**config.mk**
```make
export PLATFORM = sky130hd
export DESIGN_NAME = cau_divider
export DESIGN_NICKNAME = d
export VERILOG_FILES = /design/src/hdl/cau_pkg.sv /design/src/hdl/cau_divider.sv
export SDC_FILE = /design/constraint.sdc
export NUM_CORES = 2
export LEC_CHECK = 0
export BUFFER_PORTS_ARGS = -buffer_cell sky130_fd_sc_hd__buf_2
export CAP_MARGIN = 40
export CORE_MARGIN = 5
export CORE_UTILIZATION = 50
export CTS_BUF_LIST = sky130_fd_sc_hd__clkbuf_4 sky130_fd_sc_hd__clkbuf_8
export DETAILED_ROUTE_END_ITERATION = 12
export PLACE_DENSITY = 0.69
export REMOVE_ABC_BUFFERS = 1
export SYNTH_ARGS = -nofsm -noshare
export SYNTH_HDL_FRONTEND = slang
export SYNTH_SLANG_ARGS = --single-unit
```
**constraint.sdc**
```tcl
create_clock -name clk -period 7.6 [get_ports clk]
set_input_delay 1.52 -clock clk [delete_from_list [all_inputs] [get_ports clk]]
set_output_delay 1.52 -clock clk [all_outputs]
set_load 0.01 [all_outputs]
```
**src/hdl/cau_pkg.sv**
```systemverilog
// Package for the complex arithmetic unit: word types, operation and status
// codes, widths and saturation helpers. Depends on nothing.
package cau_pkg;

	localparam int W  = 16;          // operand and result width
	localparam int F  = 8;           // fractional bits
	localparam int PW = 2 * W + 1;   // width of a sum of two products
	localparam int NW = PW + F;      // dividend magnitude width
	localparam int DW = 2 * W;       // |B|^2 width
	localparam int SW = DW + W;      // width of the aligned divisor

	typedef enum logic [1:0] {
		ACT_ADD = 2'd0,
		ACT_SUB = 2'd1,
		ACT_MUL = 2'd2,
		ACT_DIV = 2'd3
	} cau_action_t;

	typedef enum logic [1:0] {
		ST_OK  = 2'd0,
		ST_SAT = 2'd1,
		ST_DZ  = 2'd2
	} cau_status_t;

	typedef struct packed {
		logic [1:0]          action;
		logic signed [W-1:0] a_re;
		logic signed [W-1:0] a_im;
		logic signed [W-1:0] b_re;
		logic signed [W-1:0] b_im;
	} cau_in_t;

	typedef struct packed {
		logic signed [W-1:0] res_re;
		logic signed [W-1:0] res_im;
		logic [1:0]          status;
	} cau_res_t;

	typedef struct packed {
		logic signed [W-1:0] v;
		logic                f;
	} cau_sat_t;

	// Word travelling through the divider steps
	typedef struct packed {
		logic                is_div;
		logic                dz;
		logic signed [W-1:0] re;
		logic signed [W-1:0] im;
		logic                sat;
		logic                neg_re;
		logic                neg_im;
		logic                ovf_re;
		logic                ovf_im;
		logic [NW-1:0]       rem_re;
		logic [NW-1:0]       rem_im;
		logic [W-1:0]        q_re;
		logic [W-1:0]        q_im;
		logic [DW-1:0]       den;
	} cau_div_t;

	localparam logic signed [PW-1:0] SMAX = PW'((64'sd1 <<< (W - 1)) - 64'sd1);
	localparam logic signed [PW-1:0] SMIN = -SMAX - PW'(1);

	// Clamp a wide signed value to the W-bit range
	function automatic cau_sat_t sat_pw(input logic signed [PW-1:0] x);
		cau_sat_t r;
		r.f = 1'b0;
		r.v = x[W-1:0];
		if (x > SMAX) begin
			r.v = SMAX[W-1:0];
			r.f = 1'b1;
		end else if (x < SMIN) begin
			r.v = SMIN[W-1:0];
			r.f = 1'b1;
		end
		return r;
	endfunction

	// Sign and clamp a divider quotient
	function automatic cau_sat_t div_fin(input logic neg, input logic ovf,
			input logic [W-1:0] q);
		cau_sat_t r;
		r.f = 1'b0;
		if (neg) begin
			if (ovf || (q[W-1] && (|q[W-2:0]))) begin
				r.v = SMIN[W-1:0];
				r.f = 1'b1;
			end else begin
				r.v = -$signed(q);
			end
		end else begin
			if (ovf || q[W-1]) begin
				r.v = SMAX[W-1:0];
				r.f = 1'b1;
			end else begin
				r.v = $signed(q);
			end
		end
		return r;
	endfunction

endpackage

```
**src/hdl/cau_divider.sv**
```systemverilog
// Pipelined restoring divider: one quotient bit per stage for both parts.
// Depends on cau_pkg.
module cau_divider
	import cau_pkg::*;
(
	input  logic     clk,
	input  logic     arst_n,
	input  logic     in_valid,
	input  cau_div_t in_word,
	output logic     out_valid,
	output cau_div_t out_word
);

	logic     vld_s [0:W];
	cau_div_t stg_s [0:W];

	assign vld_s[0] = in_valid;
	assign stg_s[0] = in_word;

	for (genvar i = 0; i < W; i++) begin : g_step
		localparam int B = W - 1 - i;
		cau_div_t nxt;
		logic [SW-1:0] sh;
		logic [SW-1:0] rre;
		logic [SW-1:0] rim;

		always_comb begin
			nxt = stg_s[i];
			sh  = SW'(stg_s[i].den) << B;
			rre = SW'(stg_s[i].rem_re);
			rim = SW'(stg_s[i].rem_im);
			if (rre >= sh) begin
				nxt.rem_re  = NW'(rre - sh);
				nxt.q_re[B] = 1'b1;
			end
			if (rim >= sh) begin
				nxt.rem_im  = NW'(rim - sh);
				nxt.q_im[B] = 1'b1;
			end
		end

		always_ff @(posedge clk or negedge arst_n) begin
			if (!arst_n) begin
				vld_s[i+1] <= 1'b0;
			end else begin
				vld_s[i+1] <= vld_s[i];
			end
		end

		always_ff @(posedge clk) begin
			stg_s[i+1] <= nxt;
		end
	end

	assign out_valid = vld_s[W];
	assign out_word  = stg_s[W];

endmodule

```
==> flow_summary_export.csv <==
group,metric,value,unit
clocking,clock_sinks,2976,
flow_run,maxCapViolations,0,
yosys,ys_seq_area_share,48.0,%
power_and_ir_drop,p_per_area,417,mW/mm2
route,wl_per_cell,19.0,um
yosys,synth_ff_type,"dfxtp_1",
route,num_vias,89600,
route,first_iter_violations,4569,
power_and_ir_drop,power.share.clock,25.4,%
placed_design,dpl-instance-area,0.129,mm2
min_path,hold_path.class,"flip-flop to flip-flop",
sta,fin_skew,0.143,ns
floorplanning,coreArea,0.248,mm2
global_route,grt_antenna_before_repair,2,
power_and_ir_drop,power.switching,21.0,mW
yosys,synthesis.instances,12700,
clocking,cts_resized,0,
floorplanning,die_w,509,um
clocking,holdBufCountCts,0,
setup_path,worst_path_max_delay_cell,"o41ai_1",
setup_path,cp.arrival,5.91,ns
sta,rsz0062_at_grt,"no",
yosys,post-synth-top-area-cell,"dfxtp_1",
yosys,synth.top_cell.area_share,47.7,%
global_route,grt_pass1_vias,92000,
global_route,overflow,0,
floorplanning,fp.dieH,509,um
clocking,clockBufferDepth,4,
sta,setup_viol,0,
clocking,cts_buffers,479,
floorplanning,rows,183,
power_and_ir_drop,pwr-share-seq,35.8,%
route,first_pass_iters,6,
setup_path,path_common_cell,"o21ai_0",
layout,n_fill_cell,22100,
sta,max-slew-margin-rel,32.1,%
layout,final_nets,14300,
floorplanning,dieArea,0.259,mm2
placed_design,place.gp.congestion,0.961,
floorplanning,initial_core_util,50.1,%
setup_path,crit_fanout,48,
power_and_ir_drop,vdd_ir_drop_max,0.235,mV
route,vias_per_cell,5.32,
setup_path,cp_slowest_stage_delay,0.56,ns
clocking,clockRootBuffer,"clkbuf_8",
min_path,min_delay_path_depth,0,
layout,drive_gt1_share,13.0,%
setup_path,crit_type,"flip-flop to flip-flop",
placed_design,hpwl,257000,um
sta,setup_tns,0,ns
sta,hold_viol,0,
setup_path,startpoint_type,"flip-flop",
sta,fin_crit,4.97,ns
global_route,grt_pass1_wl,493000,um
power_and_ir_drop,power_frac_comb,38.8,%
sta,max_clock_freq,201,MHz
sta,maxSlewViolCount,0,
yosys,synth_area_leaders,"dfxtp_1 48%, ha_1 9.9%, a21oi_1 4.0%",
clocking,postCtsSetupBuffers,0,
clocking,cts_tree,"done",
setup_path,r2r.worst_path.cells,14,
power_and_ir_drop,switching_share,36.3,%
layout,area_growth,12.1,%
yosys,synth-async-reset-ratio,0.538,%
yosys,synth.distinct_cells,91,
placed_design,port_buffers,373,
route,antenna_left,0,
route,drt_wl_total,320000,um
sta,worst_slew_pin_slew,1.01,ns
global_route,grt_max_degree,67,
clocking,clk_latency,1.16,ns
setup_path,cp.required,8.54,ns
route,drc_errors,0,
yosys,netlist_area,0.124,mm2
setup_path,path_cells,"inv_1, ha_1, fa_1, nor2b_1, o21ai_0, a21boi_0, o21ai_0, o211ai_1, nand2_1, o41ai_1, o21ai_0, o31ai_4, buf_4, mux2_2",
sta,finalCritPeriodShare,65.4,%
floorplanning,pin_count,374,
power_and_ir_drop,p_int,37.0,mW
yosys,ys_seq_elements,2976,
yosys,ys_warn_count,0,
power_and_ir_drop,p_leak,62.6,nW
global_route,grt_usage,24.0,%
clocking,path_clk_slew,0.06,ns
yosys,syn_avg_cell_area,9.81,um2
layout,final_cell_area,0.139,mm2
status,status,"finished, final reports clean",
yosys,synth-edff-count,0,
setup_path,cp-end-kind,"flip-flop",
clocking,h-tree-depth,5,
==> logic make-up (layout without fill, tap and decap cells) <==
logic type               Yosys count  in the layout  share of synthesized area, %
AO/OA/AOI/OAI                   3292           3292                          16.4
multiplexers                     356            356                          3.20
AND/OR/NAND/NOR                 2919           2919                          11.4
adder cells (fa/ha/maj)         1014           1014                          10.4
other                              0              1                             0
XOR/XNOR                         896            896                          6.31
buffers and inverters           1216           2066                          4.32
flip-flops                      2976           2976                          48.0
==> registers in the layout (all words and copies together) (netlist names) <==
register    count
g_step.nxt   1515
g_step.rre    615
out_word      185
vld_s          15
out_valid       1
g_step.rim    615
stg_s          30
==> synth_stat cells, types with 34 or more instances <==
library cell,instances
dfxtp_1,2960
a21oi_1,1000
ha_1,982
nand2_1,929
o21ai_0,881
inv_1,760
nor2_1,667
xnor2_1,520
a21o_1,500
xor2_1,376
mux2_2,328
nand3_1,211
buf_4,199
clkbuf_1,199
nand2b_1,184
nor2b_1,162
nor3_1,154
nand4_1,152
o21a_1,147
o21bai_1,111
and3_1,101
nor4_1,91
a31oi_1,90
o31ai_1,80
a211oi_1,68
or3_1,51
o211ai_1,41
or2_2,38
buf_2,36
and2_1,34
==> critical path, delay by kind of cell (launching register included) <==
kind                       cells  cell delay, ns
buffers and inverters          2            0.57
DFF                            1            0.33
muxes                          1            0.41
adders and majority gates      2            0.61
AOI/OAI and AO/OA              7            2.49
and+or+nand+nor                2            0.34
==> per-layer routing <==
layer | share of wire (%) | vias up | routed length, um | track usage (%)
met1 | 37 | 41200 | 118000 | 23.7
met5 | 0 | - | 0 | 0
met4 | 8.7 | 0 | 27700 | 18.5
met3 | 3.7 | 919 | 11700 | 3.61
met2 | 51 | 2200 | 162000 | 44.9
li1 | - | 45300 | - | -
==> path summary, 6_finish.rpt <==
kind,slack [ns],endpoint,start
worst max-delay path,2.63,g_step[9].rre[16]$_DFF_P_,g_step[8].rre[7]$_DFF_P_
worst min-delay path,0.28,g_step[5].nxt[34]$_DFF_P_,g_step[4].nxt[34]$_DFF_P_
worst max register to register,2.63,g_step[9].rre[16]$_DFF_P_,g_step[8].rre[7]$_DFF_P_
worst min register to register,0.28,g_step[5].nxt[34]$_DFF_P_,g_step[4].nxt[34]$_DFF_P_
max in group asynchronous,7.02,vld_s[11]$_DFF_PN0_,arst_n
min in group asynchronous,0.29,out_valid$_DFF_PN0_,arst_n
==> power by group through the flow <==
stage	clock network [mW]	registers (mW)	logic [mW]
floorplan	0	20.3	16.8
global placement	0	21.1	22.2
detailed placement	0	21.1	22.3
CTS	15.2	20.7	22.5
global route	15.9	21.1	25.0
finish	14.7	20.8	22.5
==> area by class of cell <==
type                       instances  area, um2  share of cell area (%)
sequential                      2976      59700                    42.8
multi-input combinational       8477      59600                    42.8
clock buffer                     720       9150                    6.57
tap                             3330       4170                    2.99
inverter                         760       2850                    2.05
timing repair buffer             452       2440                    1.75
clock inverter                   134       1450                    1.04
antenna                            1       2.50                 0.00180
==> cells in the final DEF (no fill, tap or decap), types with 32 or more instances in the layout <==
cell / netlist / final
a211oi_1: 68 / 66
a21o_1: 500 / 500
a21oi_1: 1000 / 995
a31oi_1: 90 / 89
and2_1: 34 / 33
and3_1: 101 / 101
buf_2: 36 / 387
buf_4: 199 / 57
clkbuf_4: 0 / 122
clkbuf_8: 0 / 598
clkinv_2: 0 / 77
dfxtp_1: 2960 / 2960
fa_1: 32 / 32
ha_1: 982 / 982
inv_1: 760 / 760
mux2_2: 328 / 328
nand2_1: 929 / 928
nand2b_1: 184 / 184
nand3_1: 211 / 210
nand4_1: 152 / 152
nor2_1: 667 / 667
nor2b_1: 162 / 162
nor3_1: 154 / 153
nor4_1: 91 / 85
o211ai_1: 41 / 41
o21a_1: 147 / 147
o21ai_0: 881 / 879
o21bai_1: 111 / 110
o31ai_1: 80 / 79
or2_2: 38 / 38
or3_1: 51 / 51
xnor2_1: 520 / 520
xor2_1: 376 / 376
==> per-stage QoR <==
stage               setup WS, ns  std cells  hold slack [ns]  utilization (%)  power (mW)
floorplan                   1.28      12200            0.310                -        37.1
global placement            2.29      16000            0.309             51.8        43.3
detailed placement          2.27      16000            0.312             51.9        43.4
CTS                         2.58      16800            0.153             56.2        58.4
global route                2.24      16900            0.211             56.2        62.0
finish                      2.63      16900            0.276             56.2        58.0
Power figures use the tool's default switching activity.
